### src/hw/rtl/bpa_pkg.sv
`default_nettype none

package bpa_pkg;

  // Defaults for the pool geometry
  localparam int unsigned BLOCK_BYTES_DEF = 32;
  localparam int unsigned BLOCK_COUNT_DEF = 256;

  // Fixed field widths
  localparam int unsigned REQ_W    = 20;
  localparam int unsigned OFF_W    = 16;
  localparam int unsigned STATUS_W = 2;
  localparam int unsigned GRANT_W  = 13;
  localparam int unsigned USED_W   = 9;
  localparam int unsigned ENTRY_W  = 9;

  // Largest run length an owner entry can record
  localparam int unsigned ENTRY_MAX = 511;

  localparam logic MODE_ALLOC = 1'b0;
  localparam logic MODE_FREE  = 1'b1;

  typedef enum logic [STATUS_W-1:0] {
    RES_OK          = 2'd0,
    RES_BAD_SIZE    = 2'd1,
    RES_NO_ROOM     = 2'd2,
    RES_OUT_OF_POOL = 2'd3
  } bpa_status_e;

  typedef enum logic [2:0] {
    ST_CLEAR,
    ST_IDLE,
    ST_CHECK,
    ST_SCAN,
    ST_MARK,
    ST_DIV,
    ST_FREE,
    ST_RESP
  } bpa_state_e;

  typedef struct packed {
    logic        clear_step;
    logic        load;
    logic        scan_start;
    logic        scan_step;
    logic        mark_step;
    logic        div_step;
    logic        free_step;
    logic        set_status;
    bpa_status_e status;
  } bpa_cmd_t;

  typedef struct packed {
    logic clear_done;
    logic mode_free;
    logic bad_size;
    logic bad_off;
    logic scan_hit;
    logic scan_miss;
    logic mark_done;
    logic free_done;
  } bpa_sts_t;

endpackage

`default_nettype wire

### src/hw/rtl/block_pool_allocator_core.sv
// First-fit block pool allocator.
// Input channel (in_valid_i/in_ready_o): one request per transfer; mode_i
// selects allocate (request_bytes_i) or free (free_offset_i).
// Output channel (out_valid_o/out_ready_i): one result per request with
// status_o, granted_offset_o (byte offset of a granted run, else 0) and
// used_blocks_o (blocks in use after the request).
// One request is in flight at a time; the next can be taken in the cycle
// after the result transfer, not before that transfer completes.
// Allocate: the scan reads the table up to the last block of the first
// fitting run, then marks that run's blocks; a failed scan reads every entry.
// The owner table is read once per cycle through its single read port, so
// the scan dominates. Rejected requests go from the check to the response.
// Free: the offset is turned into a block index by a constant reciprocal
// multiply, then the run's blocks are cleared one per cycle.
// Reset: the owner table is cleared one entry per cycle, with in_ready_o
// low until that pass is done.
// A stalled receiver holds the result in the output register and the block
// takes no new request until that transfer completes.
`default_nettype none

module block_pool_allocator_core #(
  parameter int unsigned BLOCK_BYTES = bpa_pkg::BLOCK_BYTES_DEF,
  parameter int unsigned BLOCK_COUNT = bpa_pkg::BLOCK_COUNT_DEF
) (
  input  wire logic                        clk_i,
  input  wire logic                        rst_ni,
  input  wire logic                        in_valid_i,
  output logic                             in_ready_o,
  input  wire logic                        mode_i,
  input  wire logic [bpa_pkg::REQ_W-1:0]   request_bytes_i,
  input  wire logic [bpa_pkg::OFF_W-1:0]   free_offset_i,
  output logic                             out_valid_o,
  input  wire logic                        out_ready_i,
  output logic [bpa_pkg::STATUS_W-1:0]     status_o,
  output logic [bpa_pkg::GRANT_W-1:0]      granted_offset_o,
  output logic [bpa_pkg::USED_W-1:0]       used_blocks_o
);
  import bpa_pkg::*;

  // command and status between the sequencer and the table datapath
  bpa_cmd_t cmd;
  bpa_sts_t sts;

  bpa_ctrl u_ctrl (
    .clk_i       (clk_i),
    .rst_ni      (rst_ni),
    .in_valid_i  (in_valid_i),
    .in_ready_o  (in_ready_o),
    .out_valid_o (out_valid_o),
    .out_ready_i (out_ready_i),
    .sts_i       (sts),
    .cmd_o       (cmd)
  );

  // owner table, scan/free counters, index conversion and result registers
  bpa_dp #(
    .BLOCK_BYTES (BLOCK_BYTES),
    .BLOCK_COUNT (BLOCK_COUNT)
  ) u_dp (
    .clk_i            (clk_i),
    .rst_ni           (rst_ni),
    .cmd_i            (cmd),
    .sts_o            (sts),
    .mode_i           (mode_i),
    .request_bytes_i  (request_bytes_i),
    .free_offset_i    (free_offset_i),
    .status_o         (status_o),
    .granted_offset_o (granted_offset_o),
    .used_blocks_o    (used_blocks_o)
  );

endmodule

`default_nettype wire

### src/hw/rtl/bpa_ctrl.sv
`default_nettype none

module bpa_ctrl (
  input  wire logic           clk_i,
  input  wire logic           rst_ni,
  input  wire logic           in_valid_i,
  output logic                in_ready_o,
  output logic                out_valid_o,
  input  wire logic           out_ready_i,
  input  bpa_pkg::bpa_sts_t   sts_i,
  output bpa_pkg::bpa_cmd_t   cmd_o
);
  import bpa_pkg::*;

  bpa_state_e state_q, state_d;

  always_ff @(posedge clk_i or negedge rst_ni) begin
    if (!rst_ni) begin
      state_q <= ST_CLEAR;
    end else begin
      state_q <= state_d;
    end
  end

  always_comb begin
    state_d     = state_q;
    cmd_o       = '0;
    cmd_o.status = RES_OK;
    in_ready_o  = 1'b0;
    out_valid_o = 1'b0;
    unique case (state_q)
      ST_CLEAR: begin
        cmd_o.clear_step = 1'b1;
        if (sts_i.clear_done) begin
          state_d = ST_IDLE;
        end
      end
      ST_IDLE: begin
        in_ready_o = 1'b1;
        if (in_valid_i) begin
          cmd_o.load = 1'b1;
          state_d    = ST_CHECK;
        end
      end
      ST_CHECK: begin
        if (sts_i.mode_free) begin
          if (sts_i.bad_off) begin
            cmd_o.set_status = 1'b1;
            cmd_o.status     = RES_OUT_OF_POOL;
            state_d          = ST_RESP;
          end else begin
            state_d = ST_DIV;
          end
        end else begin
          if (sts_i.bad_size) begin
            cmd_o.set_status = 1'b1;
            cmd_o.status     = RES_BAD_SIZE;
            state_d          = ST_RESP;
          end else begin
            cmd_o.scan_start = 1'b1;
            state_d          = ST_SCAN;
          end
        end
      end
      ST_SCAN: begin
        cmd_o.scan_step = 1'b1;
        if (sts_i.scan_hit) begin
          cmd_o.set_status = 1'b1;
          cmd_o.status     = RES_OK;
          state_d          = ST_MARK;
        end else if (sts_i.scan_miss) begin
          cmd_o.set_status = 1'b1;
          cmd_o.status     = RES_NO_ROOM;
          state_d          = ST_RESP;
        end
      end
      ST_MARK: begin
        cmd_o.mark_step = 1'b1;
        if (sts_i.mark_done) begin
          state_d = ST_RESP;
        end
      end
      ST_DIV: begin
        cmd_o.div_step = 1'b1;
        state_d        = ST_FREE;
      end
      ST_FREE: begin
        cmd_o.free_step = 1'b1;
        if (sts_i.free_done) begin
          cmd_o.set_status = 1'b1;
          cmd_o.status     = RES_OK;
          state_d          = ST_RESP;
        end
      end
      ST_RESP: begin
        out_valid_o = 1'b1;
        if (out_ready_i) begin
          state_d = ST_IDLE;
        end
      end
      default: begin
        state_d = ST_CLEAR;
      end
    endcase
  end

endmodule

`default_nettype wire

### src/hw/rtl/bpa_dp.sv
`default_nettype none

module bpa_dp #(
  parameter int unsigned BLOCK_BYTES = bpa_pkg::BLOCK_BYTES_DEF,
  parameter int unsigned BLOCK_COUNT = bpa_pkg::BLOCK_COUNT_DEF
) (
  input  wire logic                          clk_i,
  input  wire logic                          rst_ni,
  input  bpa_pkg::bpa_cmd_t                  cmd_i,
  output bpa_pkg::bpa_sts_t                  sts_o,
  input  wire logic                          mode_i,
  input  wire logic [bpa_pkg::REQ_W-1:0]     request_bytes_i,
  input  wire logic [bpa_pkg::OFF_W-1:0]     free_offset_i,
  output logic [bpa_pkg::STATUS_W-1:0]       status_o,
  output logic [bpa_pkg::GRANT_W-1:0]        granted_offset_o,
  output logic [bpa_pkg::USED_W-1:0]         used_blocks_o
);
  import bpa_pkg::*;

  localparam int unsigned IDX_W      = $clog2(BLOCK_COUNT);
  localparam int unsigned PTR_W      = IDX_W + 1;
  localparam int unsigned CNT_W      = $clog2(BLOCK_COUNT + 1);
  localparam int unsigned POOL_BYTES = BLOCK_BYTES * BLOCK_COUNT;
  localparam int unsigned RB_W       = $clog2(POOL_BYTES + 1);
  localparam int unsigned CMP_W      = (RB_W > REQ_W) ? RB_W : REQ_W;
  localparam int unsigned BB_W       = $clog2(BLOCK_BYTES + 1);
  localparam int unsigned PROD_W     = IDX_W + BB_W;
  localparam int unsigned MK_W       = (CNT_W > ENTRY_W) ? CNT_W : ENTRY_W;
  // offset / BLOCK_BYTES as (offset * DIV_M) >> DIV_SH, exact for any 16-bit offset
  localparam int unsigned DIV_SH     = OFF_W + $clog2(BLOCK_BYTES);
  localparam int unsigned DIV_M_W    = OFF_W + 2;
  localparam int unsigned DIV_P_W    = OFF_W + DIV_M_W;
  localparam longint unsigned DIV_M  =
      ((64'd1 << DIV_SH) + 64'(BLOCK_BYTES) - 64'd1) / 64'(BLOCK_BYTES);

  // owner table
  logic [ENTRY_W-1:0] mem [BLOCK_COUNT];

  logic                 mode_q;
  logic [REQ_W-1:0]     bytes_q;
  logic [OFF_W-1:0]     off_q;
  logic [PTR_W-1:0]     ptr_q, ptr_d;
  logic                 chk_vld_q, chk_vld_d;
  logic [IDX_W-1:0]     chk_idx_q;
  logic [ENTRY_W-1:0]   rd_data_q;
  logic [CNT_W-1:0]     run_q;
  logic [RB_W-1:0]      runb_q;
  logic [IDX_W-1:0]     start_q;
  logic [ENTRY_W-1:0]   mark_q;
  logic [CNT_W-1:0]     wcnt_q;
  logic                 first_q;
  logic [ENTRY_W-1:0]   rlen_q;
  logic [CNT_W-1:0]     used_q;
  bpa_status_e          status_q;
  logic [GRANT_W-1:0]   granted_q;

  logic                 rd_ok;
  logic [IDX_W-1:0]     rd_addr;
  logic                 last_chk;
  logic                 ent_free;
  logic [CNT_W-1:0]     run_n;
  logic [RB_W-1:0]      runb_n;
  logic                 scan_hit;
  logic [PTR_W-1:0]     start_n;
  logic [MK_W-1:0]      run_ext;
  logic [ENTRY_W-1:0]   mark_n;
  logic [ENTRY_W-1:0]   rem_len;
  logic                 free_clr;
  logic                 free_done;
  logic [DIV_P_W-1:0]   div_prod;
  logic [DIV_P_W-1:0]   div_quo;
  logic [PROD_W-1:0]    prod;
  logic                 wr_en;
  logic [IDX_W-1:0]     wr_addr;
  logic [ENTRY_W-1:0]   wr_data;

  assign rd_ok    = ptr_q < PTR_W'(BLOCK_COUNT);
  assign rd_addr  = rd_ok ? ptr_q[IDX_W-1:0] : '0;
  assign last_chk = chk_idx_q == IDX_W'(BLOCK_COUNT - 1);

  // first-fit scan: run length in blocks and in bytes
  assign ent_free = rd_data_q == '0;
  assign run_n    = ent_free ? run_q + CNT_W'(1) : '0;
  assign runb_n   = ent_free ? runb_q + RB_W'(BLOCK_BYTES) : '0;
  assign scan_hit = chk_vld_q && ent_free && (CMP_W'(runb_n) >= CMP_W'(bytes_q));
  assign start_n  = PTR_W'(chk_idx_q) + PTR_W'(1) - PTR_W'(run_n);
  assign run_ext  = MK_W'(run_n);
  assign mark_n   = (run_ext > MK_W'(ENTRY_MAX)) ? ENTRY_W'(ENTRY_MAX) : ENTRY_W'(run_ext);

  // free sweep: first entry read gives the length to clear
  assign rem_len   = first_q ? rd_data_q : rlen_q;
  assign free_clr  = chk_vld_q && (rem_len != '0);
  assign free_done = chk_vld_q && ((rem_len <= ENTRY_W'(1)) || last_chk);

  // offset to block index by constant reciprocal multiply
  assign div_prod = DIV_P_W'(off_q) * DIV_P_W'(DIV_M);
  assign div_quo  = div_prod >> DIV_SH;

  assign prod = PROD_W'(start_q) * PROD_W'(BLOCK_BYTES);

  always_comb begin
    sts_o            = '0;
    sts_o.clear_done = ptr_q == PTR_W'(BLOCK_COUNT - 1);
    sts_o.mode_free  = mode_q == MODE_FREE;
    sts_o.bad_size   = (bytes_q == '0) || (CMP_W'(bytes_q) > CMP_W'(POOL_BYTES));
    sts_o.bad_off    = CMP_W'(off_q) >= CMP_W'(POOL_BYTES);
    sts_o.scan_hit   = scan_hit;
    sts_o.scan_miss  = chk_vld_q && !scan_hit && last_chk;
    sts_o.mark_done  = wcnt_q == CNT_W'(1);
    sts_o.free_done  = free_done;
  end

  always_comb begin
    wr_en   = 1'b0;
    wr_addr = ptr_q[IDX_W-1:0];
    wr_data = '0;
    if (cmd_i.clear_step) begin
      wr_en = 1'b1;
    end else if (cmd_i.mark_step) begin
      wr_en   = 1'b1;
      wr_data = mark_q;
    end else if (cmd_i.free_step && free_clr) begin
      wr_en   = 1'b1;
      wr_addr = chk_idx_q;
    end
  end

  always_ff @(posedge clk_i) begin
    if (wr_en) begin
      mem[wr_addr] <= wr_data;
    end
    rd_data_q <= mem[rd_addr];
  end

  always_comb begin
    ptr_d     = ptr_q;
    chk_vld_d = 1'b0;
    if (cmd_i.clear_step || cmd_i.mark_step) begin
      ptr_d = ptr_q + PTR_W'(1);
    end else if (cmd_i.scan_start) begin
      ptr_d = '0;
    end else if (cmd_i.scan_step) begin
      if (scan_hit) begin
        ptr_d = start_n;
      end else if (rd_ok) begin
        ptr_d     = ptr_q + PTR_W'(1);
        chk_vld_d = 1'b1;
      end
    end else if (cmd_i.div_step) begin
      ptr_d = PTR_W'(div_quo);
    end else if (cmd_i.free_step) begin
      if (rd_ok && !free_done) begin
        ptr_d     = ptr_q + PTR_W'(1);
        chk_vld_d = 1'b1;
      end
    end
  end

  always_ff @(posedge clk_i or negedge rst_ni) begin
    if (!rst_ni) begin
      ptr_q     <= '0;
      chk_vld_q <= 1'b0;
      used_q    <= '0;
      first_q   <= 1'b0;
    end else begin
      ptr_q     <= ptr_d;
      chk_vld_q <= chk_vld_d;
      if (cmd_i.mark_step) begin
        used_q <= used_q + CNT_W'(1);
      end else if (cmd_i.free_step && free_clr && !ent_free) begin
        used_q <= used_q - CNT_W'(1);
      end
      if (cmd_i.div_step) begin
        first_q <= 1'b1;
      end else if (cmd_i.free_step && chk_vld_q) begin
        first_q <= 1'b0;
      end
    end
  end

  always_ff @(posedge clk_i) begin
    chk_idx_q <= rd_addr;
    if (cmd_i.load) begin
      mode_q    <= mode_i;
      bytes_q   <= request_bytes_i;
      off_q     <= free_offset_i;
      granted_q <= '0;
    end
    if (cmd_i.scan_start) begin
      run_q  <= '0;
      runb_q <= '0;
    end else if (cmd_i.scan_step && chk_vld_q) begin
      run_q  <= run_n;
      runb_q <= runb_n;
    end
    if (cmd_i.scan_step && scan_hit) begin
      start_q <= start_n[IDX_W-1:0];
      mark_q  <= mark_n;
      wcnt_q  <= run_n;
    end else if (cmd_i.mark_step) begin
      wcnt_q    <= wcnt_q - CNT_W'(1);
      granted_q <= GRANT_W'(prod);
    end
    if (cmd_i.free_step && chk_vld_q) begin
      rlen_q <= rem_len - ENTRY_W'(1);
    end
    if (cmd_i.set_status) begin
      status_q <= cmd_i.status;
    end
  end

  assign status_o         = status_q;
  assign granted_offset_o = granted_q;
  assign used_blocks_o    = USED_W'(used_q);

endmodule

`default_nettype wire
### config.mk
export PLATFORM = sky130hd
export DESIGN_NAME = block_pool_allocator_core
export DESIGN_NICKNAME = d
export VERILOG_FILES = /design/src/hw/rtl/bpa_pkg.sv /design/src/hw/rtl/block_pool_allocator_core.sv /design/src/hw/rtl/bpa_ctrl.sv /design/src/hw/rtl/bpa_dp.sv
export SDC_FILE = /design/constraint.sdc
export NUM_CORES = 2
export LEC_CHECK = 0
export ABC_AREA = 1
export BUFFER_PORTS_ARGS = -buffer_cell sky130_fd_sc_hd__buf_2
export CAP_MARGIN = 20
export CORE_ASPECT_RATIO = 2
export CORE_MARGIN = 10
export CORE_UTILIZATION = 70
export CTS_BUF_LIST = sky130_fd_sc_hd__clkbuf_8
export CTS_CLUSTER_SIZE = 28
export DETAILED_ROUTE_END_ITERATION = 8
export PLACE_DENSITY = 0.9
export SYNTH_ARGS = -nofsm -noshare
export SYNTH_HDL_FRONTEND = slang
export SYNTH_HIERARCHICAL = 1
export SYNTH_SLANG_ARGS = --single-unit
### constraint.sdc
create_clock -name clk_i -period 19.6 [get_ports clk_i]
set_input_delay 2.94 -clock clk_i [delete_from_list [all_inputs] [get_ports clk_i]]
set_output_delay 2.94 -clock clk_i [all_outputs]
set_load 0.01 [all_outputs]
## Yosys cells after proc, flatten, opt, wreduce, memory -nomap -nowiden

Memories as Yosys holds them, arrays and structs flattened. A register that Yosys moved wholly into a read port is not among the register bits.
Index checks and enable logic that the tools add are counted.

- Flip-flop bits (word level): 141
- Bits in writable memories: 2304
- Bits of input ports: 41
- Output and inout bits: 26
- Logic and storage cells: 148
- Memories kept: 1

Memory list:

| memory | depth | width | rd ports | clocked after Yosys merged registers in | write ports | RTL line | source |
|---|---|---|---|---|---|---|---|
| u_dp.mem | 256 | 9 | 1 | 1 | 1 | bpa_dp.sv:37 | `logic [ENTRY_W-1:0] mem [BLOCK_COUNT];` |

- Add/subtract/negate cells: 9
- Magnitude comparators: 6
- Eq/ne operators: 17
- Muxes and demuxes: 69
- Reductions and logical operators: 29

Operators with widths:

| cell | count |
|---|---|
| $mux 9 | 16 |
| $mux 3 | 15 |
| $mux 13 | 3 |
| $mux 8 | 4 |
| $add 9x1->9 const B | 3 |
| $mux 1 | 27 |
| $sub 9x1->9 const B | 3 |
| $pmux 3 s8 | 1 |
| $ge 14x20->1 | 1 |
| $gt 20x14->1 const B | 1 |
| $logic_not 20->1 | 1 |
| $ge 16x14->1 const B | 1 |
| $add 14x6->14 const B | 1 |
| $mux 14 | 1 |
| $eq 3x3->1 const B | 4 |
| $logic_and 1x1->1 | 12 |
| $reduce_bool 5->1 | 2 |
| $add 8x1->9 const B | 1 |
| $eq 9x1->1 const B | 1 |
| $eq 9x8->1 const B | 1 |
| $gt 9x9->1 const B | 1 |
| $le 9x1->1 const B | 1 |
| $logic_not 9->1 | 1 |
| $lt 9x9->1 const B | 1 |
| other kinds (17) | 27 |

## Logic depth before layout (Yosys ltp)

- Depth in word-level cells: 12
- Depth in mapped cells: 27
- Depth with buffers taken out: 27

## Modules after synthesis

The synthesis kept the hierarchy.

By module, submodules not included:

| module | times used | cells each | area each (sq um) | sequential area each (sq um) |
|---|---|---|---|---|
| bpa_dp | 1 | 8893 | 103201.5 | 72819.8 |
| bpa_ctrl | 1 | 70 | 420.4 | 75.1 |

## Worst setup path after synthesis

OpenSTA, ideal clock, no wires.

- Path type: register to register
- From: register u_ctrl.state_q[2]
- To: memory u_dp.mem[0][0] (data pin)
- Setup time: 1.389 ns
- Arrival: 7.198 ns
- Required time: 18.211 ns
- Setup slack: 11.013 ns
- Cell stages (with the launch flop): 7
- Path buffers: 2
- Clock period less this slack: 8.587 ns
- Cell sequence: dfrtp_1 clkbuf_8 inv_2 nor3_1 buf_1 nand2_1 nor2_1

RTL lines:

| what | RTL line | source |
|---|---|---|
| start: declaration | bpa_ctrl.sv:15 | `bpa_state_e state_q, state_d;` |
| start signal: assignment | bpa_ctrl.sv:21 | `state_q <= state_d;` |
| end: declaration | bpa_dp.sv:37 |  |

## Worst setup path after layout

- From: register u_dp.ptr_q[8]
- To: register u_dp.rd_data_q[5], read port of u_dp.mem

- Cells in the longest elaborated chain, start to end: 2

Ends and longest elaborated chain:

| what | RTL line | source |
|---|---|---|
| start: declaration | bpa_dp.sv:42 | `logic [PTR_W-1:0] ptr_q, ptr_d;` |
| start signal: assignment | bpa_dp.sv:166 | `ptr_q <= ptr_d;` |
| $lt 9x9->1 | bpa_dp.sv:77 | `assign rd_ok = ptr_q < PTR_W'(BLOCK_COUNT);` |
| $mux 8 | bpa_dp.sv:78 | `assign rd_addr = rd_ok ? ptr_q[IDX_W-1:0] : '0;` |
| end: declaration | bpa_dp.sv:45 | `logic [ENTRY_W-1:0] rd_data_q;` |

Every way passes these cells.
A chain may end at the register's enable or synchronous reset.

==> flow_metrics.env <==
export IMPL_cts_clk_slew_worst_paths_ps=70
export IMPL_cp_slowest_cell="buf_4"
export IMPL_path_cells="clkinv_1, nand2_4, buf_4, buf_4, buf_4, buf_4, o21ai_0, inv_1, o21ai_0, nand3_1, nand3_1, nand3_1, nand3_1, nand3_1, nand3_1, nand2_1"
export IMPL_num_vias=72180
export IMPL_outcome="finished with violations"
export IMPL_cts_max_path_buffers=4
export IMPL_detail_route_antenna_nets=0
export IMPL_slew_violations=0
export IMPL_cp_start_kind="register"
export IMPL_fill_cells=7841
export IMPL_min_period_ps=7460
export IMPL_tns_ps=0
export IMPL_layout_nets=8938
export IMPL_drive_gt1_share_pct=7.192
export IMPL_setup_viol_count_final=0
export IMPL_slowest_delay_ps=930
export IMPL_grt_pass1_wl_um=417800
export IMPL_crit_top_cell="nand3_1"
export IMPL_cts_tree="yes"
export IMPL_synthArstFlopShare_pct=0.9392
export IMPL_io_pins=67
export IMPL_grt_pass1_vias=70740
export IMPL_post_cts_setup_buffers=0
export IMPL_synth_edf_count=2373
export IMPL_maxCapViolCount=0
export IMPL_cts_sinks=2449
export IMPL_ys_flop_type="edfxtp_1"
export IMPL_die_y_um=564.1
export IMPL_crit_type="reg2reg"
export IMPL_hold_buffers=0
export IMPL_synth_seq_area_share_pct=70.35
export IMPL_grt_max_degree=217
export IMPL_synth_cells=8963
export IMPL_tightest_slew_ps=1496
export IMPL_antenna_found_initial=7
export IMPL_pre_cts_ws_ps=12790
export IMPL_synth_top_cell_area_share_pct=68.77
export IMPL_wl_per_cell_um=25.59
export IMPL_crit_arrival_ps=8310
export IMPL_finalInstanceArea_um2=110500
export IMPL_violations="design-rule violations"
export IMPL_syn_area_um2=103600
export IMPL_intPower_mw=7.357
export IMPL_p_leak_nw=39.62
export IMPL_regArea_um2=72890
export IMPL_dpl_hpwl_um=159100
export IMPL_rsz0062_at_grt="false"
export IMPL_switchingPower_mw=1.832
export IMPL_yosysTopAreaCell="edfxtp_1"
export IMPL_timing_final_crit_share_pct=38.06
export IMPL_maxSlewHeadroom_pct=0.2768
export IMPL_start_util_pct=70.42
export IMPL_cp_num_buf_inv=6
export IMPL_clockRootBuffer="clkbuf_8"
export IMPL_power_frac_clock_pct=38.5
export IMPL_drt_vias_per_instance=6.567
export IMPL_p_comb_share_pct=0.1
export IMPL_setup_slack_ps=12140
export IMPL_ys_ff_latch=2449
export IMPL_place_area_um2=104700
export IMPL_peakVddDrop_uv=57.70
export IMPL_postCtsResizedCells=0
export IMPL_postSynthAreaPerCell_um2=11.56
export IMPL_p_per_area_nw_per_um2=83.13
export IMPL_first_pass_iters=9
export IMPL_switching_share_pct=19.94
export IMPL_clk_latency_ps=920
export IMPL_synth_most_common_cell="edfxtp_1"
export IMPL_coreArea_um2=147200
export IMPL_crit_required_ps=20450
export IMPL_die_area_um2=164800
export IMPL_skew_ps=63.32
export IMPL_synth_nets=9050
export IMPL_hold_path_class="reg2reg"
export IMPL_port_buffers=61
export IMPL_rows=199
export IMPL_routed_wl_um=281300
export IMPL_seqPwrFrac_pct=61.5
export IMPL_place_congestion=0.9372
export IMPL_ys_warn_count=6
export IMPL_synthDistinctLibCells=51
export IMPL_end_kind="register"
export IMPL_synthTopCellsByArea="edfxtp_1 69%, nand2_1 5.8%, nand3_1 5.7%, inv_1 4.0%, o211ai_1 3.7%"
export IMPL_fmax_mhz=134.1
export IMPL_gr_total_overflow=0
export IMPL_cts_made_buffers=309
export IMPL_drc=3
export IMPL_multiInputGateArea_um2=24180
export IMPL_final_hold_viol_count=0
export IMPL_globalRouteTotalUtil_pct=33.53
export IMPL_die_x_um=292.1
export IMPL_drtIter0Drc=11590
export IMPL_syn_to_final_growth_pct=6.672
export IMPL_path_delay_family="buffers and inverters"
export IMPL_ys_top_cells_by_count="2373 x edfxtp_1, 1614 x nand2_1, 1190 x nand3_1, 1099 x inv_1, 588 x o21ai_0"
export IMPL_cp_max_fo=91
export IMPL_htreeDepth=5
logic make-up after synthesis:
kind of cell             synth area share [%]
adder cells (fa/ha/maj)                0.5699
AO/OA/AOI/OAI                           8.484
buffers and inverters                   6.433
AND/OR/NAND/NOR                         13.90
XOR/XNOR                               0.2620
flip-flops                              70.35
area by class of cell:
class / count / area share (%)
Sequential cell: 2449 / 65.95
Multi-Input combinational cell: 4836 / 21.88
Clock buffer: 323 / 4.022
Inverter: 1119 / 3.834
Tap cell: 1909 / 2.161
Clock inverter: 216 / 1.160
Timing Repair Buffer: 136 / 0.9893
Antenna cell: 4 / 0.009056
power groups by stage:
stage / clock (mW) / combinational, mW / sequential, mW
2_1_floorplan: 0 / 0.000103 / 5.76
3_3_place_gp: 0 / 0.00450 / 5.76
3_5_place_dp: 0 / 0.00473 / 5.76
4_1_cts: 3.54 / 0.00488 / 5.65
5_1_grt: 3.76 / 0.00527 / 5.64
6_report: 3.54 / 0.00481 / 5.65
cells in the final DEF (no fill, tap or decap), types with 31 or more instances in the layout:
| master | n |
|---|---|
| edfxtp_1 | 2373 |
| nand2_1 | 1612 |
| nand3_1 | 1190 |
| inv_1 | 1173 |
| o21ai_0 | 588 |
| o211ai_1 | 514 |
| a21oi_1 | 349 |
| nor2_1 | 341 |
| clkbuf_8 | 323 |
| clkinv_1 | 75 |
| buf_2 | 61 |
| buf_4 | 60 |
| dfxtp_1 | 53 |
| ha_1 | 44 |
| clkinv_2 | 38 |
| nand2_4 | 31 |
per-stage QoR:
step	total power [mW]	hold slack [ps]	std cells	util, %
after floorplan	5.763	419.3	8963	-
after global placement	5.767	422.0	10440	71.12
after detailed placement	5.768	431.2	10440	71.12
after CTS	9.193	446.9	10980	75.02
after global routing	9.412	460.4	10990	75.11
final	9.189	446.5	10990	75.12
state kept, by name, summed over array words and instances (netlist names):
register               flops
u_ctrl/state_q             3
u_dp/bytes_q              20
u_dp/chk_idx_q             8
u_dp/chk_vld_q             1
u_dp/first_q               1
u_dp/granted_offset_o     13
u_dp/mark_q                9
u_dp/mem                2304
u_dp/mode_q                1
u_dp/off_q                11
u_dp/ptr_q                 9
u_dp/rd_data_q             9
u_dp/rlen_q                9
u_dp/run_q                 9
u_dp/runb_q               14
u_dp/start_q               8
u_dp/status_o              2
u_dp/used_blocks_o         9
u_dp/wcnt_q                9
metal layers:
layer	wire [µm]	up-vias	GRT usage (%)
li1	-	31060	-
met1	81410	33700	35.81
met2	137800	5914	56.00
met3	34660	1502	7.934
met4	27350	8	28.36
met5	54	-	0
final timing paths:
path	start	end	slack (ps)	depth (start not counted)
hold reg to reg	u_dp/granted_offset_o[3]$_DFF_P_	u_dp/granted_offset_o[3]$_DFF_P_	450	2
setup reg to reg	u_dp/ptr_q[8]$_DFFE_PN0P_	u_dp/rd_data_q[5]$_DFF_P_	12140	16
hold / removal	u_dp/granted_offset_o[3]$_DFF_P_	u_dp/granted_offset_o[3]$_DFF_P_	450	2
setup / recovery	u_dp/ptr_q[8]$_DFFE_PN0P_	u_dp/rd_data_q[5]$_DFF_P_	12140	16
max in group asynchronous	rst_ni	u_dp/first_q$_DFFE_PN0P_	17120	1
min in group asynchronous	rst_ni	u_dp/ptr_q[5]$_DFFE_PN0P_	2050	1
worst min-delay path, stage by stage, from the launching register on:
cell     delay (ps)
dfxtp_1         310
nand2_1          60
nor2_1           40
No activity file was read; power rests on OpenSTA's default activity.
